**src/rtl/core/egatp_pkg.sv**
```systemverilog
// Shared types, constants and helper functions of the EGA text-mode pixel generator.
// Depends on nothing; all other files but the defines header use it by scoped names.
package egatp_pkg;

  localparam int TEXT_COLS   = 80;
  localparam int TEXT_ROWS   = 25;
  localparam int CELL_WIDTH  = 8;
  localparam int CELL_HEIGHT = 14;
  localparam int FONT_STRIDE = 32;
  localparam int OFFSET_BITS = 16;

  localparam int SCREEN_W = TEXT_COLS * CELL_WIDTH;
  localparam int SCREEN_H = TEXT_ROWS * CELL_HEIGHT;

  localparam int X_W       = 10;
  localparam int Y_W       = 9;
  localparam int COL_W     = $clog2(TEXT_COLS);
  localparam int BIT_W     = $clog2(CELL_WIDTH);
  localparam int LINE_W    = $clog2(CELL_HEIGHT);
  localparam int FONT_SH   = $clog2(FONT_STRIDE);
  localparam int FONT_AW   = 8 + FONT_SH;
  localparam int TEXT_AW   = OFFSET_BITS;
  localparam int WORD_W    = 16;
  localparam int PAL_AW    = 4;
  localparam int PAL_W     = 6;
  localparam int CHAN_W    = 8;
  localparam int Q_DEPTH   = 4;
  localparam int Q_PTR_W   = $clog2(Q_DEPTH);

  typedef enum logic [1:0] {
    KIND_TEXT_WR = 2'd0,
    KIND_FONT_WR = 2'd1,
    KIND_PAL_WR  = 2'd2,
    KIND_TICK    = 2'd3
  } kind_t;

  // One queued operation: a store write, or a pixel tick with its cell address
  // already resolved in the addr field.
  typedef struct packed {
    kind_t               kind;
    logic [WORD_W-1:0]   addr;
    logic [WORD_W-1:0]   data;
    logic [X_W-1:0]      x;
    logic [Y_W-1:0]      y;
    logic [LINE_W-1:0]   line;
    logic                last;
  } entry_t;

  typedef struct packed {
    logic clearing;
  } back_status_t;

  // Primary weighs 0xAA and secondary 0x55; the two never overlap, so the sum
  // is just the interleaved bit pattern.
  function automatic logic [CHAN_W-1:0] chan_level(input logic pri, input logic sec);
    chan_level = {pri, sec, pri, sec, pri, sec, pri, sec};
  endfunction

endpackage

```
**src/rtl/core/egatp_queue.sv**
```systemverilog
// Short register queue between the front end and the pixel pipeline.
// Depends on egatp_pkg.
module egatp_queue (
  input  logic                clk,
  input  logic                rst,
  input  logic                push,
  input  egatp_pkg::entry_t   push_entry,
  input  logic                pop,
  output egatp_pkg::entry_t   pop_entry,
  output logic                empty,
  output logic                full
);

  egatp_pkg::entry_t                 slots [egatp_pkg::Q_DEPTH];
  logic [egatp_pkg::Q_PTR_W-1:0]     wr_ptr;
  logic [egatp_pkg::Q_PTR_W-1:0]     rd_ptr;
  logic [egatp_pkg::Q_PTR_W:0]       count;

  assign empty     = count == '0;
  assign full      = count == (egatp_pkg::Q_PTR_W + 1)'(egatp_pkg::Q_DEPTH);
  assign pop_entry = slots[rd_ptr];

  always_ff @(posedge clk) begin
    if (push) begin
      slots[wr_ptr] <= push_entry;
    end
  end

  always_ff @(posedge clk) begin
    if (rst) begin
      wr_ptr <= '0;
      rd_ptr <= '0;
      count  <= '0;
    end else begin
      if (push) begin
        wr_ptr <= wr_ptr + 1'b1;
      end
      if (pop) begin
        rd_ptr <= rd_ptr + 1'b1;
      end
      if (push && !pop) begin
        count <= count + 1'b1;
      end else if (pop && !push) begin
        count <= count - 1'b1;
      end
    end
  end

endmodule

```
**config.mk**
```make
export PLATFORM = sky130hd
export DESIGN_NAME = egatp_queue
export DESIGN_NICKNAME = d
export VERILOG_FILES = /design/src/rtl/core/egatp_pkg.sv /design/src/rtl/core/egatp_queue.sv
export SDC_FILE = /design/constraint.sdc
export NUM_CORES = 1
export LEC_CHECK = 0
export BUFFER_PORTS_ARGS = -buffer_cell sky130_fd_sc_hd__buf_2
export CAP_MARGIN = 10
export CORE_ASPECT_RATIO = 0.7
export CORE_MARGIN = 3
export CORE_UTILIZATION = 34
export CTS_CLUSTER_DIAMETER = 40
export DETAILED_ROUTE_END_ITERATION = 16
export GPL_ROUTABILITY_DRIVEN = 0
export SYNTH_ARGS = -nofsm -noshare
export SYNTH_HDL_FRONTEND = slang
export SYNTH_SLANG_ARGS = --single-unit
```
**constraint.sdc**
```tcl
create_clock -name clk -period 2.1 [get_ports clk]
set_input_delay 0.315 -clock clk [delete_from_list [all_inputs] [get_ports clk]]
set_output_delay 0.315 -clock clk [all_outputs]
set_load 0.05 [all_outputs]
```
# == Word level (Yosys, flattened, before mapping) ==
# Memories as Yosys holds them, arrays and structs flattened. A register that Yosys moved wholly into a read port is not among the register bits.
# Index checks and enable logic that the tools add are counted.
# totals
mem_count,1
output_inout_bits,60
ff_bits,7
word_cells,21
mem_bits_rw,232
input_bits,62
# op_classes
mux,6
n_addsub,4
eq_ne,1
reduce_logical,6
# memory_table
memory,depth,width,rd,rd_ports_with_merged_regs,write_ports,line,source
slots,4,58,1,1,1,egatp_queue.sv:14,egatp_pkg::entry_t slots [egatp_pkg::Q_DEPTH];
# op_table
op,count
3-bit two-way mux,2
2-bit by 1-bit adder with 2-bit output (second input constant),2
2-bit two-way mux,2
3-bit by 1-bit adder with 3-bit output (second input constant),1
3-bit equality test (second input constant),1
3-bit logical NOT,1
3-bit by 1-bit subtractor with 3-bit output (second input constant),1
1-bit logical AND,2
1-bit logical NOT,2
1-bit two-way mux,2
2-bit nonzero test,1

# == Logic depth before layout (Yosys ltp) ==
# Gate-level depths: netlist (run 1).
# depth
depth_word,4
ltp_mapped,7
mapped_depth_nobuf,7

# == Worst setup path before layout (run 1) ==
# OpenSTA, ideal clock, no wires.
# synth_path
path_type,reg2reg
startpoint,register wr_ptr[0] (netlist bit)
endpoint,memory slots[2][0] (netlist bit) (enable)
synth_period_minus_slack_ps,2335
n_path_buf,0
required_ps,1678
path_slack_ps,-235
setup_ps,422
stages_incl_launch_ff,4
arrival_time_ps,1914
path_cell_list,dfxtp_1 inv_1 ha_1 and2_1
# synth_lines
item,line,source
"start, declared",egatp_queue.sv:15,logic [egatp_pkg::Q_PTR_W-1:0] wr_ptr;
"start signal, assigned",egatp_queue.sv:36,wr_ptr <= wr_ptr + 1'b1;
"end, declared",egatp_queue.sv:14,
# Straight into the memory's write port.

==> impl_results.md, run 1 <==
* Sink Count at 241
* Startpoint Class: flop
* Global Route Usage Sum at 13.1%
* Die W at 199 um
* Initial antenna violation count at 0
* Core Util, Final at approximately 48%
* Leading area contributor after synthesis: edfxtp_1
* Yosys warns at 0
* Placed Instance Area at 9880 sq um
* Synth Net Count at ~420
* Critical path peak fanout at 8
* RSZ-0062 raised after global routing: true
* Post-synth EDFFs at approximately 230
* First-pass GRT wire length at 27,800 um
* Rows at 48
* Final critical-path share of the clock period at 107%
* CP Capture Type: output port
* Maximum ir drop on the vdd rail at 0.000595 V
* Crit path kind: flop to output port
* Vias in the first global route at around 4,700
* Area Growth Syn to Fin at 36.1%
* Vias at 4,315
* Status: finished with violations
* Drc violations at 0
* Failing checks: negative setup slack
* Initial Utilization at between 30% and 40%
* Relative slew slack at 74.1%
* Layout fillers at 2,076
* Grt ovf at 0
* H-Tree Depth at 1
* DR pass1 iterations at 4
* Most frequent cells in the layout: edfxtp_1, buf_2, mux4_2, dlygate4sd3_1, buf_6
* Syn avg cell area at 25.4 sq um
* Most common cell after layout, fill and taps aside: edfxtp_1
* Post-synthesis register bit count at 241
* Yosys top cell area share at 79.0%
* Fraction of registers with async set/reset at 0%
* CTS tree: built
* Crit-path max cell delay at 0.55 ns
* Die area at 27,900 sq um
* Final Critical Period at 2.25 ns
* Die Ht at between 100 and 150 um
* Worst R2R Setup Slack at 0.62 ns
* Core area at 25,100 sq um
* Register area share after synthesis at ~80%
* Drt first-iter violations at 210
* Nets at between 600 and 700
* WP data required at 1.78 ns
* Top Ports at 122
* Area contributors post-synth: edfxtp_1, mux4_2, dfxtp_1
* Clk slew on worst S/H paths at ~0.060 ns
* Dominant synthesized flop cell: edfxtp_1
* Total Wirelength at 18,100 um
* Max_cap viols at 0
* TNS Setup at -6.27 ns
* Fmax at 445 MHz
* Antenna viol nets, final at 0
* Antenna Cells at 0
* Slowest stage cell, crit path: mux4_2
* Final hold violation count at 0
* Slack of the critical path at -0.147 ns
* Lkg Pwr at 4.13 nW
* Drt wl/cell at 20.0 um
* Crit path DAT at between 1.5 and 2 ns
* Skew final at 0.00747 ns
* Design area at about 12,000 sq um
* Worst-Margin Slew at 0.388 ns
* Fin Hold WS at 0.0347 ns
* Clock Latency Late Sink at 0.53 ns
* Post-Syn Area at 8820 sq um
* Largest net degree at the start of global routing at 59
* Clock Tree Buf Depth at 3
* Pwr/cell area at 1060 nW/um^2
* # setup viols final at 58
* Hpwl dp at 9560 um
* Worst-path cell chain: buf_12 > buf_16 > mux4_2 > buf_6
* Clk root buf: clkbuf_16
* Synth unique cells at 23
* Share of cells above drive strength 1 at 43.2%
* Tightest Hold Check Type: primary input to flop
* Final Slew Violations at 0
* Cells after Synth at 347
* I/O Buffers at 121
* Vias per cell at about 4.8
* CTS buffer count at 29
## state kept, by name (all words and copies together), names as in the netlist, named ones only
register / count
count: 3
rd_ptr: 2
slots: 232
wr_ptr: 2
## synth_stat cells (2+ instances only)
cell type	n
mux2i_1	2
edfxtp_1	232
buf_4	3
buf_2	3
ha_1	5
inv_1	4
xor2_1	3
dfxtp_1	9
xnor2_1	2
mux4_2	58
and2_1	4
buf_1	3
buf_12	3
nor2_1	7
## final timing paths
check                                      startpoint                     end  depth (start not counted)
worst min-delay path                   push_entry[39]  slots[2][39]$_DFFE_PP_                          1
worst max-delay path                             flop           pop_entry[24]                          4
worst max register to register  count[0]$_SDFFE_PP0P_   count[2]$_SDFFE_PP0P_                          4
worst min register to register  count[2]$_SDFFE_PP0P_   count[2]$_SDFFE_PP0P_                          2
## critical path: cells and delay by family (launching register included)
family,cells,cell delay (ns)
buffers and inverters,3,0.46
flip-flops,1,0.39
multiplexers,1,0.55
## per-stage QoR
step / total power [mW] / setup WS, ns / cells
floorplan: 6.88 / 0.283 / 347
global placement: 7.28 / 0.274 / 788
detailed placement: 7.32 / 0.292 / 788
CTS: 12.9 / -0.191 / 907
global route: 13.3 / -0.224 / 908
finish: 12.7 / -0.147 / 908
## final cells by class
class / instances / area [sq um] / share of cell area, %
clock inverters: 22 / 274 / 2.28
multi-input cells: 88 / 1550 / 12.9
flip-flops and latches: 241 / 7150 / 59.6
well taps: 325 / 407 / 3.39
clock buffers: 31 / 733 / 6.11
inverters: 4 / 15.0 / 0.125
repair buffers: 197 / 1870 / 15.6
## per-layer routing
layer,part of all wire [%],global-route usage (%),vias to the layer above
met5,0,0,-
met4,1.7,2.55,0
li1,-,-,1912
met2,49,22.1,140
met1,43,17.2,2235
met3,6.7,3.68,28
## cells by family after synthesis
kind of cell,Yosys count,synth area share (%)
simple gates,15,0.837
mux,60,15.0
xor+xnor,5,0.496
fa+ha+maj,6,0.936
flops,241,81.0
compound gates,2,0.113
buf+inv,18,1.57
## power by group
group	internal (mW)	switching [mW]	leakage [nW]
clock	3.18	1.95	0.481
combinational	0.827	1.20	1.44
sequential	5.52	0.0656	2.21
total	9.53	3.22	4.13
## timing repair
action / CTS / global route
hold buffers: 57 / 0
gates resized for setup: 110 / 0
endpoints found under the hold margin: 225 / 0
setup buffers: 6 / 0
gates cloned: 5 / 1
endpoints found under the setup margin: 58 / 58
(Power assumes the default switching activity.)
==> inputs of run 2 (changes only) <==
==> constraint.sdc (replaced) <==
create_clock -name clk -period 2.1 [get_ports clk]
set_input_delay 0.525 -clock clk [delete_from_list [all_inputs] [get_ports clk]]
set_output_delay 0.525 -clock clk [all_outputs]
set_load 0.05 [all_outputs]
==> impl_results.md, run 2 (synthesis results as in run 1) <==
* Vias at 4,041
* Die W at 199 um
* Met2 usage at 20.4%
* Vias in the first global route at 4,475
* Hold Path Origin: push_entry[6]
* Most common cell after layout, fill and taps aside: edfxtp_1
* CTS Hold Bufs at 0
* First-pass GRT wire length at ~26,000 um
* Dpl cells at 795
* Maximum ir drop on the vdd rail at 0.000721 V
* Final critical-path share of the clock period at 117%
* Combinational Power Share at 16.4%
* Drt first-iter violations at 201
* Initial antenna violation count at 4
* Grt ovf at 0
* Area Growth Syn to Fin at 29.6%
* Hold Path Stages at 1
* Reg with most FFs: slots
* Die Ht at ~140 um
* Max reg flops at 232
* Final hold violation count at 0
* Sw Ratio at 25.3%
* Tot Pwr at 12.1 mW
* Clk slew on worst S/H paths at roughly 0.06 ns
* Drc violations at 0
* Rows at 48
* Die area at 27,900 sq um
* Design area at roughly 11,000 sq um
* R2R cell count at 4
* Slack of the critical path at -0.347 ns
* Antenna viol nets, final at 0
* Drt wl/cell at 20.3 um
* Nets at about 580
* Worst-path cell chain: buf_12 > buf_12 > mux4_2 > buf_6
* Critical path peak fanout at 10
* Final Critical Period at 2.45 ns
* Pwr/cell area at ~1100 nW/um^2
* Largest net degree at the start of global routing at 35
* Critical path buffer and inverter count at 3
* Worst R2R Setup Slack at around 0.62 ns
* GR peak layer: met2
* Worst path most repeated cell: buf_12
* Most frequent cells in the layout: edfxtp_1, buf_2, mux4_2, buf_6, clkbuf_16
* Placed Instance Area at 10000 sq um
* Core area at 25,100 sq um
* DR pass1 iterations at 4
* Layout fillers at 2,095
* GR Util met1 at 15.8%
* Hpwl dp at 10,100 um
* # setup viols final at 58
* WP data required at between 1.5 and 2 ns
* CP Capture Type: output port
* Fmax at roughly 400 MHz
* Worst-Margin Slew at 0.406 ns
* Clk root buf: clkbuf_16
* Setup WS pre-CTS at 0.0690 ns
* Part of the power in registers at 46.0%
* Global Route Usage Sum at 12.4%
* Share of cells above drive strength 1 at 48.0%
* Final Slew Violations at 0
* Clock power share at 37.6%
* Reg2Reg Launch Point: count[0]$_SDFFE_PP0P_
* Finished Layout Cells at 851
* Relative slew slack at between 70% and 80%
* Skew final at 0.0108 ns
* Vias per cell at 4.75
* Top Ports at 122
* H-Tree Depth at 1
* Sink Count at 241
* Internal cell power at 9.06 mW
* Initial Utilization at 35.1%
* RSZ-0062 raised after global routing: true
* Max_cap viols at 0
* Status: finished with violations
* CTS tree: built
* Crit-path max cell delay at 0.53 ns
* I/O Buffers at roughly 120
* Psw at 3.07 mW
* Total Wirelength at 17,300 um
* Critical R2R Capture: count[2]$_SDFFE_PP0P_
* Slowest stage cell, crit path: mux4_2
* Lkg Pwr at 3.88 nW
* TNS Setup at -18.08 ns
* Failing checks: negative setup slack
* Crit path kind: flop to output port
* CTS buffer count at 27
* Crit path DAT at 1.92 ns
* Worst Hold End: slots[3][6]$_DFFE_PP_
* Clock Tree Buf Depth at 3
* Met3 Track Usage GR at 4.44%
* Clock Latency Late Sink at roughly 0.52 ns
* Tightest Hold Check Type: primary input to flop
* Startpoint Class: flop
* Cell family with most CP delay: multiplexers
* Largest regs: slots (232), count (3)
==> run 2: cell count changes in the layout (fill, tap and decap cells not counted), sizes merged <==
cell / delta
diode: +1
dlygate4sd3: -57
bufinv: -2
buf: +5
clkinv: +1
inv: -5
==> run 2: metal layers <==
metal | vias to the layer above | share of wire, %
li1 | 1796 | -
met3 | 35 | 7.4
met5 | - | 0.24
met2 | 127 | 48
met4 | 6 | 2.3
met1 | 2077 | 42
==> run 2: what timing repair did <==
action,CTS,global route
setup endpoints to repair,58,58
gates resized for setup,120,1
cloned,3,2
setup buffers,4,0
==> run 2: stage by stage <==
| step | util (%) | hold slack, ns |
|---|---|---|
| 4_1_cts | 45.3 | 0.181 |
| 3_3_place_gp | 39.8 | 0.485 |
| 5_1_grt | 45.5 | 0.188 |
| 3_5_place_dp | 39.8 | 0.502 |
| 6_report | 45.5 | 0.216 |
| 2_1_floorplan | - | 0.466 |
==> run 2: worst max path at each step <==
stage / from / end / slack, ns / cells past startpoint
final: flop / pop_entry[54] / -0.35 / 4
after global routing: flop / pop_entry[54] / -0.42 / 4
after floorplan: count[1]$_SDFFE_PP0P_ / full / 0.07 / 1
after detailed placement: flop / pop_entry[26] / 0.07 / 3
after global placement: flop / pop_entry[26] / 0.08 / 3
after CTS: flop / pop_entry[26] / -0.41 / 4
==> run 2: layout make-up <==
class	instances	area, sq um	share of cell area (%)
timing repair buffer	146	1430	12.5
antenna	1	2.50	0.0219
clock inverter	16	189	1.65
tap	325	407	3.56
multi-input combinational	88	1550	13.5
clock buffer	30	687	6.01
sequential	241	7150	62.6
inverter	4	15.0	0.131
==> run 2: power by group through the flow <==
stage	sequential [mW]	clock, mW	combinational (mW)
3_5_place_dp	5.69	0	1.66
2_1_floorplan	5.67	0	1.21
6_report	5.58	4.56	1.98
3_3_place_gp	5.68	0	1.64
5_1_grt	5.60	4.95	2.09
4_1_cts	5.58	4.72	2.00
