**src/rtl/core/egatp_pkg.sv**
```systemverilog
// Shared types, constants and helper functions of the EGA text-mode pixel generator.
// Depends on nothing; all other files but the defines header use it by scoped names.
package egatp_pkg;

  localparam int TEXT_COLS   = 80;
  localparam int TEXT_ROWS   = 25;
  localparam int CELL_WIDTH  = 8;
  localparam int CELL_HEIGHT = 14;
  localparam int FONT_STRIDE = 32;
  localparam int OFFSET_BITS = 16;

  localparam int SCREEN_W = TEXT_COLS * CELL_WIDTH;
  localparam int SCREEN_H = TEXT_ROWS * CELL_HEIGHT;

  localparam int X_W       = 10;
  localparam int Y_W       = 9;
  localparam int COL_W     = $clog2(TEXT_COLS);
  localparam int BIT_W     = $clog2(CELL_WIDTH);
  localparam int LINE_W    = $clog2(CELL_HEIGHT);
  localparam int FONT_SH   = $clog2(FONT_STRIDE);
  localparam int FONT_AW   = 8 + FONT_SH;
  localparam int TEXT_AW   = OFFSET_BITS;
  localparam int WORD_W    = 16;
  localparam int PAL_AW    = 4;
  localparam int PAL_W     = 6;
  localparam int CHAN_W    = 8;
  localparam int Q_DEPTH   = 4;
  localparam int Q_PTR_W   = $clog2(Q_DEPTH);

  typedef enum logic [1:0] {
    KIND_TEXT_WR = 2'd0,
    KIND_FONT_WR = 2'd1,
    KIND_PAL_WR  = 2'd2,
    KIND_TICK    = 2'd3
  } kind_t;

  // One queued operation: a store write, or a pixel tick with its cell address
  // already resolved in the addr field.
  typedef struct packed {
    kind_t               kind;
    logic [WORD_W-1:0]   addr;
    logic [WORD_W-1:0]   data;
    logic [X_W-1:0]      x;
    logic [Y_W-1:0]      y;
    logic [LINE_W-1:0]   line;
    logic                last;
  } entry_t;

  typedef struct packed {
    logic clearing;
  } back_status_t;

  // Primary weighs 0xAA and secondary 0x55; the two never overlap, so the sum
  // is just the interleaved bit pattern.
  function automatic logic [CHAN_W-1:0] chan_level(input logic pri, input logic sec);
    chan_level = {pri, sec, pri, sec, pri, sec, pri, sec};
  endfunction

endpackage

```
**src/rtl/core/egatp_front.sv**
```systemverilog
// Front end: accepts input transfers, tracks the raster and resolves cell addresses.
// Depends on egatp_pkg.
module egatp_front (
  input  logic                          clk,
  input  logic                          rst,
  input  logic                          in_valid,
  output logic                          in_ready,
  input  logic [1:0]                    kind,
  input  logic [15:0]                   addr,
  input  logic [15:0]                   data,
  input  logic [15:0]                   disp_start,
  input  logic                          q_full,
  input  egatp_pkg::back_status_t       status,
  output logic                          push,
  output egatp_pkg::entry_t             push_entry
);

  logic [egatp_pkg::X_W-1:0]       raster_x;
  logic [egatp_pkg::Y_W-1:0]       raster_y;
  logic [egatp_pkg::COL_W-1:0]     col;
  logic [egatp_pkg::LINE_W-1:0]    line;
  logic [egatp_pkg::TEXT_AW-1:0]   row_base;
  logic                            x_last;
  logic                            y_last;
  logic                            bit_last;
  logic                            line_last;
  logic                            tick;
  logic [egatp_pkg::TEXT_AW-1:0]   cell_addr;

  assign in_ready  = !q_full && !status.clearing;
  assign push      = in_valid && in_ready;
  assign tick      = push && (egatp_pkg::kind_t'(kind) == egatp_pkg::KIND_TICK);

  assign x_last    = raster_x == egatp_pkg::X_W'(egatp_pkg::SCREEN_W - 1);
  assign y_last    = raster_y == egatp_pkg::Y_W'(egatp_pkg::SCREEN_H - 1);
  assign bit_last  = raster_x[egatp_pkg::BIT_W-1:0] == egatp_pkg::BIT_W'(egatp_pkg::CELL_WIDTH - 1);
  assign line_last = line == egatp_pkg::LINE_W'(egatp_pkg::CELL_HEIGHT - 1);

  assign cell_addr = disp_start + row_base + egatp_pkg::TEXT_AW'(col);

  always_comb begin
    push_entry      = '0;
    push_entry.kind = egatp_pkg::kind_t'(kind);
    push_entry.addr = addr;
    push_entry.data = data;
    push_entry.x    = raster_x;
    push_entry.y    = raster_y;
    push_entry.line = line;
    push_entry.last = x_last && y_last;
    if (egatp_pkg::kind_t'(kind) == egatp_pkg::KIND_TICK) begin
      push_entry.addr = cell_addr;
    end
  end

  always_ff @(posedge clk) begin
    if (rst) begin
      raster_x <= '0;
      raster_y <= '0;
      col      <= '0;
      line     <= '0;
      row_base <= '0;
    end else if (tick) begin
      if (x_last) begin
        raster_x <= '0;
        col      <= '0;
        if (y_last) begin
          raster_y <= '0;
          line     <= '0;
          row_base <= '0;
        end else begin
          raster_y <= raster_y + 1'b1;
          if (line_last) begin
            line     <= '0;
            row_base <= row_base + egatp_pkg::TEXT_AW'(egatp_pkg::TEXT_COLS);
          end else begin
            line <= line + 1'b1;
          end
        end
      end else begin
        raster_x <= raster_x + 1'b1;
        if (bit_last) begin
          col <= col + 1'b1;
        end
      end
    end
  end

endmodule

```
**config.mk**
```make
export PLATFORM = sky130hd
export DESIGN_NAME = egatp_front
export DESIGN_NICKNAME = d
export VERILOG_FILES = /design/src/rtl/core/egatp_pkg.sv /design/src/rtl/core/egatp_front.sv
export SDC_FILE = /design/constraint.sdc
export NUM_CORES = 1
export LEC_CHECK = 0
export BUFFER_PORTS_ARGS = -buffer_cell sky130_fd_sc_hd__buf_4
export CORE_ASPECT_RATIO = 1.25
export CORE_UTILIZATION = 45
export DETAILED_ROUTE_END_ITERATION = 6
export GPL_TIMING_DRIVEN = 0
export HOLD_SLACK_MARGIN = 0.12
export PLACE_DENSITY_LB_ADDON = 0.08
export SYNTH_ARGS = -nofsm -noshare
export SYNTH_HDL_FRONTEND = slang
export SYNTH_SLANG_ARGS = --single-unit
export TNS_END_PERCENT = 30
```
**constraint.sdc**
```tcl
create_clock -name clk -period 4.15 [get_ports clk]
set_clock_uncertainty 0.15 [all_clocks]
set_input_delay 0.83 -clock clk [delete_from_list [all_inputs] [get_ports clk]]
set_output_delay 0.83 -clock clk [all_outputs]
set_load 0.05 [all_outputs]
```
Yosys cells after proc, flatten, opt, wreduce, memory -nomap -nowiden

Cells that the tools add are included.

Muxes and demuxes: 9
Reductions and logical operators: 11
Add/subtract/negate cells: 7
Eq/ne operators: 5

Operator list:

| operator                                       | number |
|---|---|
| two-way mux 16 bit                             | 3 |
| adder 16 bit                                   | 1 |
| adder 16 x 7 -> 16 bit                         | 1 |
| adder 16 x 7 -> 16 bit (second input constant) | 1 |
| two-way mux 7 bit                              | 2 |
| adder 10 x 1 -> 10 bit (second input constant) | 1 |
| equality test 10 bit (second input constant)   | 1 |
| two-way mux 10 bit                             | 1 |
| adder 9 x 1 -> 9 bit (second input constant)   | 1 |
| equality test 9 bit (second input constant)    | 1 |
| two-way mux 9 bit                              | 1 |
| two-way mux 4 bit                              | 2 |
| adder 7 x 1 -> 7 bit (second input constant)   | 1 |
| adder 4 x 1 -> 4 bit (second input constant)   | 1 |
| equality test 4 bit (second input constant)    | 1 |
| logical AND 1 bit                              | 4 |
| AND reduction 2 bit                            | 2 |
| nonzero test 2 bit                             | 2 |
| equality test 3 bit (second input constant)    | 1 |
| AND reduction 3 bit                            | 1 |
| equality test 2 bit (second input constant)    | 1 |
| logical NOT 1 bit                              | 2 |

Register bits after elaboration: 46

Longest topological paths before layout

Gate-level depths: netlist of run 1.

Depth in word-level cells: 5
Gate-level depth with buffers: 10
Gate-level depth less buffers: 10

Least setup slack after synthesis of run 1

Ideal clock, no wire load.

Kind: input port to output port
Start: input disp_start[6]
End: output push_entry[51] in the netlist's numbering
Data required time: 3170 ps
Data arrival time: 3705 ps
Cell stages on the path: 8
Slack: -535 ps
Cells stage by stage: fa_1 > ha_1 > or3_1 > or2_0 > o22ai_1 > o21ai_1 > xnor2_1 > o21ai_0

RTL lines:

| element     | RTL line          | source |
|---|---|---|
| from (decl) | egatp_front.sv:11 | `input logic [15:0] disp_start,` |
| to (decl)   | egatp_front.sv:15 | `output egatp_pkg::entry_t push_entry` |

==> results of run 1 <==
==> metal layers <==
metal	vias to the layer above	global-route usage, %	routed length (um)
li1	1731	-	-
met1	1579	25.13	3581
met2	98	41.23	4298
met3	10	3.286	417
met4	0	5.983	110
met5	-	0	0
==> final cells by class <==
cell class	instances	area, um2	area share (%)
plain buffers	33	195.2	4.448
clock buffers	7	76.32	1.739
clock inverters	1	30.03	0.6843
inverters	7	26.28	0.5988
multi-input cells	340	2300	52.41
flip-flops and latches	42	840.8	19.16
well taps	90	112.6	2.566
repair buffers	105	807.0	18.39
==> sequential cells by signal, summed over array words and instances, names as in the netlist <==
register and count:
raster_x 10, col 7, line 4, raster_y 9, row_base 12
==> per-stage QoR <==
| stage | area (um2) | util [%] | power [mW] |
|---|---|---|---|
| CTS | 4317 | 61.50 | 0.9593 |
| global route | 4388 | 62.51 | 0.9901 |
| floorplan | 3286 | - | 0.5608 |
| global placement | 4126 | 58.79 | 0.6371 |
| detailed placement | 4126 | 58.79 | 0.6393 |
| finish | 4388 | 62.51 | 0.9509 |
==> cells in the final DEF (no fill, tap or decap), drive strengths merged, types with 2 or more instances in the layout <==
cell	n
a211o	2
a211oi	3
a21o	4
a21oi	41
a31oi	3
and2	3
and3	7
and4	2
buf	128
clkbuf	17
dfxtp	42
fa	4
ha	34
inv	7
nand2	45
nand2b	3
nand3	17
nand3b	4
nand4	12
nand4b	2
nor2	38
nor2b	3
nor3	16
nor3b	5
nor4	2
o21a	5
o21ai	34
o311ai	2
or3	12
xnor2	8
xor2	15
==> timing repair <==
action | 4_1_cts | 5_1_grt
endpoints found under the setup margin | 5 | 7
setup buffers | 5 | 3
gates cloned | 0 | 0
pin swaps | 5 | 10
gates resized for setup | 8 | 11
==> critical path, delay by kind of cell <==
kind,cells,cell delay (ps)
adder cells (fa/ha/maj),2,650
XOR/XNOR,1,200
AND/OR/NAND/NOR,1,540
buffers and inverters,2,260
AO/OA/AOI/OAI,4,670
==> worst max path at each step <==
stage / startpoint / to / cells after the start
6_report: disp_start[6] / push_entry[52] / 10
5_1_grt: disp_start[6] / push_entry[52] / 10
4_1_cts: disp_start[5] / push_entry[50] / 10
3_5_place_dp: disp_start[6] / push_entry[55] / 10
3_3_place_gp: disp_start[6] / push_entry[55] / 10
2_1_floorplan: disp_start[6] / push_entry[49] / 7
==> cells by family (layout without fill, tap and decap cells) <==
logic type / count (synthesis) / count (layout) / synth area share, %
buf+inv: 40 / 153 / 6.741
flops: 42 / 42 / 25.59
xor+xnor: 23 / 23 / 6.131
simple gates: 175 / 175 / 27.72
fa+ha+maj: 38 / 38 / 15.38
compound gates: 104 / 104 / 18.43
==> power by group <==
group / internal [mW] / switching (mW) / leakage, nW
clock: 0.180 / 0.136 / 0.0524
sequential: 0.403 / 0.000348 / 0.338
combinational: 0.0890 / 0.142 / 1.52
total: 0.672 / 0.279 / 1.91
==> flow_metrics.env, run 1 <==
export IMPL_outcome="completed"
export IMPL_async_flop_share_pct=0
export IMPL_fmax_ghz=0.2415
export IMPL_rrSetupSlack_ps=1730
export IMPL_critPathArrivalTime_ps=3160
export IMPL_num_rows=34
export IMPL_core_um2=7019
export IMPL_io_buffers=97
export IMPL_finalSetupViolCount=0
export IMPL_grtUsageTotal_pct=21.93
export IMPL_slew_violations=0
export IMPL_hold_buffers=0
export IMPL_cts_buffers=5
export IMPL_fin_setup_tns_ps=0
export IMPL_fp_dieH_um=97.54
export IMPL_hold_depth=2
export IMPL_synth_commonest_cells="45 x nand2_1, 42 x dfxtp_1, 41 x a21oi_1"
export IMPL_grt_max_degree=13
export IMPL_die_area_um2=7649
export IMPL_ys_seq_area_share_pct=25.59
export IMPL_area_delta_synth_final_pct=33.55
export IMPL_yosys_warnings=0
export IMPL_hold_start="raster_x[6]"
export IMPL_yosys_area_top_type="dfxtp_1"
export IMPL_end_kind="output pin"
export IMPL_synthFlopType="dfxtp_1"
export IMPL_fillers=688
export IMPL_whs_endpoint="raster_x[6]"
export IMPL_firstDrtPassIters=4
export IMPL_synth_area_um2=3286
export IMPL_cellPowerDensity_nw_per_um2=216.7
export IMPL_hold_ws_ps=357.5
export IMPL_wl_um=8408
export IMPL_slew_headroom_pct=54.32
export IMPL_drive_above_1_share_pct=27.85
export IMPL_synth_avg_cell_area_um2=7.786
export IMPL_place_hpwl_um=6509
export IMPL_cp_data_required_time_ps=3170
export IMPL_hp_class="reg -> reg"
export IMPL_cts_root_buf="clkbuf_8"
export IMPL_clk_pin_slew_ps=80
export IMPL_max_stage_delay_ps=540
export IMPL_diodes=0
export IMPL_cp_cell_sequence="buf_6 -> fa_1 -> ha_2 -> or4_1 -> o21ai_1 -> o21ba_4 -> a221oi_4 -> xor2_1 -> o21ai_1 -> buf_6"
export IMPL_postSynthCellCount=422
export IMPL_r2r_start="raster_x[0]"
export IMPL_min_period_over_period_pct=99.78
export IMPL_synth_nets=515
export IMPL_cts_tree="yes"
export IMPL_fin_nets=627
export IMPL_worst_slack_ps=9.295
export IMPL_crit_fanout=4
export IMPL_synth_area_leaders="dfxtp_1 26%, ha_1 13%, a21oi_1 6.2%"
export IMPL_drt_iter0_drc=72
export IMPL_synth_top_area_share_pct=25.59
export IMPL_grt_overflow=0
export IMPL_cts_sinks=42
export IMPL_dp_slack_ps=-210.0
export IMPL_ys_seq_elements=42
export IMPL_rsz0062_at_grt="true"
export IMPL_worstMarginPinSlew_ps=679.9
export IMPL_path_class="in -> out"
export IMPL_peakVddDrop_mv=0.2286
export IMPL_initial_core_util_pct=46.81
export IMPL_hold_viol=0
export IMPL_synthDistinctLibCells=53
export IMPL_instances_no_fill=625
export IMPL_post_route_drc_count=0
export IMPL_dp_cells=609
export IMPL_routabilityCongestion=0.8352
export IMPL_htreeDepth=2
export IMPL_start_kind="input port"
export IMPL_grt_antenna_before_repair=0
export IMPL_yosysMostFrequentCell="nand2_1"
export IMPL_synth_edf_count=0
export IMPL_io_pins=115
export IMPL_clockBufferDepth=2
export IMPL_clk_latency_ps=290
export IMPL_wl_per_cell_um=13.45
export IMPL_rr_endpoint="row_base[7]"
export IMPL_vias=3418
export IMPL_worstRegToRegCells=8
export IMPL_crit_slowest_cell="or4_1"
export IMPL_p_leak_nw=1.914
export IMPL_grt_pass1_vias=3115
export IMPL_cap_viol_max_count=0
export IMPL_min_period_ps=4141
export IMPL_grt_pass1_wl_um=13770
export IMPL_die_x_um=78.43
export IMPL_vias_per_cell=5.469
export IMPL_postRouteAntennaNets=0
No activity file was read; power rests on OpenSTA's default activity.
==> run 2, diff against run 1 <==
CORE_UTILIZATION = 30   (was 45)
==> run 2 against run 1 <==
  * Setup slack better by 15 ps
  * Critical path depth stayed put
  * Register-to-register slack worse by 40 ps
  * Core utilization is 21 points lower
  * Critical path type unchanged
==> flow_metrics.env, run 2 (synthesis gave the netlist of run 1 again) <==
export IMPL_diodes=0
export IMPL_num_rows=42
export IMPL_firstDrtPassIters=4
export IMPL_p_leak_nw=1.927
export IMPL_start_kind="input port"
export IMPL_peakVddDrop_mv=0.1554
export IMPL_critPathArrivalTime_ps=3150
export IMPL_largest_register="row_base"
export IMPL_clk_latency_ps=280
export IMPL_crit_fanout=5
export IMPL_worstMarginPinSlew_ps=718.2
export IMPL_initial_core_util_pct=30.95
export IMPL_htreeDepth=2
export IMPL_fmax_ghz=0.2424
export IMPL_final_area_um2=4452
export IMPL_r2r_start="raster_x[0]"
export IMPL_rsz0062_at_grt="true"
export IMPL_slew_violations=0
export IMPL_grt_overflow=0
export IMPL_cellPowerDensity_nw_per_um2=240.0
export IMPL_cts_sinks=42
export IMPL_outcome="completed"
export IMPL_worst_slack_ps=23.93
export IMPL_clockBufferDepth=2
export IMPL_fin_setup_tns_ps=0
export IMPL_die_x_um=95.61
export IMPL_grt_max_degree=13
export IMPL_grt_pass1_vias=3071
export IMPL_fp_dieH_um=119.0
export IMPL_vias_per_cell=5.072
export IMPL_rrSetupSlack_ps=1690
export IMPL_finalSetupViolCount=0
export IMPL_cp_startpoint="disp_start[6]"
export IMPL_io_pins=115
export IMPL_path_class="in -> out"
export IMPL_final_cell_mix="115 x buf_4, 45 x nand2_1, 42 x dfxtp_1"
export IMPL_hp_class="reg -> reg"
export IMPL_postRouteAntennaNets=0
export IMPL_post_route_drc_count=0
export IMPL_fin_nets=623
export IMPL_cp_data_required_time_ps=3170
export IMPL_reg_largest_list="row_base x12, raster_x x10, raster_y x9"
export IMPL_total_power_mw=1.068
export IMPL_die_area_um2=11380
export IMPL_wl_per_cell_um=13.81
export IMPL_drt_iter0_drc=125
export IMPL_dp_slack_ps=-261.7
export IMPL_cts_root_buf="clkbuf_16"
export IMPL_area_delta_synth_final_pct=35.49
export IMPL_clk_pin_slew_ps=60
export IMPL_grtUsageTotal_pct=16.16
export IMPL_io_buffers=97
export IMPL_drive_above_1_share_pct=27.68
export IMPL_wl_um=9156
export IMPL_dpl_instance_area_um2=4179
export IMPL_routabilityCongestion=0.7640
export IMPL_vias=3363
export IMPL_cap_viol_max_count=0
export IMPL_hold_start="line[3]"
export IMPL_min_period_over_period_pct=99.42
export IMPL_final_common_cell="buf_4"
export IMPL_cts_buffers=5
export IMPL_min_period_ps=4126
export IMPL_end_kind="output pin"
export IMPL_cts_tree="yes"
export IMPL_slew_headroom_pct=51.75
export IMPL_hold_viol=0
export IMPL_grt_antenna_before_repair=0
export IMPL_core_um2=10620
export IMPL_grt_pass1_wl_um=14550
export IMPL_hold_ws_ps=354.9
export IMPL_largest_register_ffs=12
export IMPL_place_hpwl_um=7147
[run 2: worst max-delay path, cell delays in order]
cell and delay (ps):
buf_6 90, fa_1 450, ha_2 190, or3_4 390
or2_1 230, o22ai_2 210, o21ai_4 100, a2111o_1 380
nand4_1 90, buf_6 170
[run 2: report_power, final]
part           total (mW)  switching, mW  internal, mW
Clock               0.433          0.161         0.273
Combinational       0.231          0.143        0.0886
Sequential          0.404       0.000370         0.403
[run 2: layer usage]
metal | wire length [um] | global-route usage, % | vias to the layer above
li1 | - | - | 1728
met3 | 464 | 2.427 | 10
met1 | 3969 | 19.33 | 1533
met4 | 141 | 4.757 | 0
met2 | 4581 | 29.11 | 92
met5 | 0 | 0 | -
[run 2: cell type report]
| type | count | area (um2) |
|---|---|---|
| flip-flops and latches | 42 | 840.8 |
| repair buffers | 101 | 773.2 |
| plain buffers | 33 | 195.2 |
| inverters | 7 | 26.28 |
| clock buffers | 8 | 166.4 |
| multi-input cells | 340 | 2285 |
| fillers | 1130 | 6163 |
| well taps | 132 | 165.2 |
[run 2: metrics by stage]
stage | utilization, % | instances
floorplan | - | 422
CTS | 41.62 | 662
detailed placement | 39.37 | 651
finish | 41.94 | 663
global placement | 39.37 | 651
global route | 41.94 | 663
[run 2: what timing repair did]
action,4_1_cts,5_1_grt
hold buffers,0,0
pin swaps,7,9
setup endpoints to repair,5,7
buffers inserted,3,1
resized for setup,9,9
hold endpoints to repair,0,0
[run 2: path summary, 6_finish.rpt]
check	cells after the start	to
worst min-delay path	2	line[3]
worst max-delay path	10	push_entry[55]
worst min register to register	2	line[3]
worst max register to register	8	row_base[7]
==> run 3, diff against run 2 <==
--- a/config.mk
+++ b/config.mk
@@ -14,2 +14,3 @@
 export PLACE_DENSITY_LB_ADDON = 0.08
+export REMOVE_ABC_BUFFERS = 1
 export SYNTH_ARGS = -nofsm -noshare
==> constraint.sdc (replaced) <==
create_clock -name clk -period 4.15 [get_ports clk]
set_clock_uncertainty 0.15 [all_clocks]
set_input_delay 0.415 -clock clk [delete_from_list [all_inputs] [get_ports clk]]
set_output_delay 0.415 -clock clk [all_outputs]
set_load 0.05 [all_outputs]
==> run 3 against run 2 <==
  * Cell count decreased by 8.1%
  * Register-to-register slack worse by 260 ps
  * Via count down 7.8%
  * Non-clock buffer count is 52 lower
  * Sequential share of layout area grew 2.1 points
  * Fmax up 11%
  * Clock power shrank 11%
  * Flip-flop and latch count stayed put
  * First-iteration DRC count increased by 0.80%
  * Critical path depth fell by 1
  * Critical endpoint unchanged
==> flow_metrics.env, run 3 (synthesis gave the netlist of run 1 again) <==
export IMPL_outcome="completed"
export IMPL_worst_slack_ps=431.6
export IMPL_critPathArrivalTime_ps=3150
export IMPL_cts_tree="yes"
export IMPL_initial_core_util_pct=30.95
export IMPL_worstMarginPinSlew_ps=1084
export IMPL_hold_viol=0
export IMPL_grt_pass1_vias=2819
export IMPL_cellPowerDensity_nw_per_um2=238.7
export IMPL_clk_pin_slew_ps=60
export IMPL_cts_resized=0
export IMPL_grt_max_degree=38
export IMPL_wl_um=8362
export IMPL_hold_start="raster_x[6]"
export IMPL_fmax_ghz=0.2689
export IMPL_core_um2=10620
export IMPL_routabilityCongestion=0.7798
export IMPL_dp_slack_ps=543.4
export IMPL_vias=3101
export IMPL_hp_class="reg -> reg"
export IMPL_cp_cell_sequence="fa_1 -> ha_1 -> or3_1 -> or2_0 -> o22ai_1 -> o21ai_1 -> a2111o_1 -> nand4_1 -> buf_4"
export IMPL_vias_per_cell=5.092
export IMPL_final_cell_mix="82 x buf_4, 45 x nand2_1, 42 x dfxtp_1"
export IMPL_slew_violations=0
export IMPL_crit_slowest_cell="fa_1"
export IMPL_largest_register="row_base"
export IMPL_peakVddDrop_mv=0.1480
export IMPL_max_stage_delay_ps=440
export IMPL_postRouteAntennaNets=0
export IMPL_wl_per_cell_um=13.73
export IMPL_fp_dieH_um=119.0
export IMPL_firstDrtPassIters=4
export IMPL_diodes=0
export IMPL_min_period_over_period_pct=89.60
export IMPL_die_area_um2=11380
export IMPL_cp_data_required_time_ps=3590
export IMPL_io_pins=115
export IMPL_area_delta_synth_final_pct=22.05
export IMPL_grt_overflow=0
export IMPL_finalSetupViolCount=0
export IMPL_final_common_cell="buf_4"
export IMPL_start_kind="flop"
export IMPL_cp_top_family="compound AO/OA/AOI/OAI gates"
export IMPL_grt_pass1_wl_um=13410
export IMPL_crit_fanout=5
export IMPL_fin_setup_tns_ps=0
export IMPL_postCtsSetupBuffers=0
export IMPL_num_rows=42
export IMPL_end_kind="output pin"
export IMPL_path_class="reg -> out"
export IMPL_p_leak_nw=1.682
export IMPL_clockBufferDepth=2
export IMPL_cts_sinks=42
export IMPL_drive_above_1_share_pct=19.92
export IMPL_cp_startpoint="row_base[6]"
export IMPL_cts_buffers=5
export IMPL_cp_num_buf_inv=1
export IMPL_seq_area_um2=840.8
export IMPL_die_x_um=95.61
export IMPL_place_hpwl_um=6320
export IMPL_r2r_start="raster_y[0]"
export IMPL_io_buffers=82
export IMPL_reg_largest_list="row_base x12, raster_x x10, raster_y x9"
export IMPL_grt_antenna_before_repair=0
export IMPL_fin_nets=571
export IMPL_rsz0062_at_grt="false"
export IMPL_min_period_ps=3718
export IMPL_hold_buffers=0
export IMPL_cts_root_buf="clkbuf_16"
export IMPL_htreeDepth=2
export IMPL_fillers=1119
export IMPL_cap_viol_max_count=0
export IMPL_slew_headroom_pct=27.48
export IMPL_grtUsageTotal_pct=14.92
export IMPL_clk_latency_ps=290
export IMPL_drt_iter0_drc=126
export IMPL_largest_register_ffs=12
export IMPL_post_route_drc_count=0
export IMPL_multi_input_area_um2=2223
==> run 3: cell types whose count changed in the layout (fill, tap and decap cells not counted), sizes merged <==
cell    change
buf        -42
clkbuf     -12
==> run 3: worst reg2reg max path, cell delays in order, from the launching register on <==
cell and delay [ps]:
dfxtp_1 480, ha_1 200, nand4bb_1 140, nor2_1 850
or3_1 420, nor2_1 100, a22oi_1 210, nor2_1 50
==> run 3: power breakdown <==
group          internal (mW)  total, mW  switching, mW
clock                  0.233      0.387          0.154
combinational         0.0633      0.166          0.103
sequential             0.403      0.404       0.000363
total                  0.699      0.957          0.258
==> run 3: path summary, 6_finish.rpt <==
| path | endpoint | cells after the start | slack (ps) |
|---|---|---|---|
| setup reg to reg | row_base[5] | 7 | 1430 |
| setup / recovery | push_entry[55] | 9 | 430 |
| hold reg to reg | raster_x[6] | 2 | 350 |
| hold / removal | raster_x[6] | 2 | 350 |
==> run 3: through the flow <==
stage / util (%) / instance area [um2] / hold WS, ps / total power [mW] / cells
3_5_place_dp: 36.47 / 3871 / 348.8 / 0.5806 / 603
3_3_place_gp: 36.47 / 3871 / 337.6 / 0.5798 / 603
4_1_cts: 37.78 / 4010 / 359.5 / 0.9746 / 609
5_1_grt: 37.78 / 4010 / 378.1 / 0.9981 / 609
2_1_floorplan: - / 3090 / 304.9 / 0.5078 / 389
6_report: 37.78 / 4010 / 350.8 / 0.9570 / 609
==> run 3: final cells by class <==
type | count | share of cell area, %
sequential | 42 | 20.97
tap | 132 | 4.119
clock buffer | 6 | 3.463
timing repair buffer | 82 | 15.35
inverter | 7 | 0.6552
multi-input combinational | 340 | 55.44
==> run 3: layer usage <==
layer  wire [um]  share of wire, %  GRT usage [%]
met5           0                 0          1.961
met4         107               1.3          4.478
met3         505               6.0          3.640
met2        3986                48          25.85
met1        3763                45          17.67
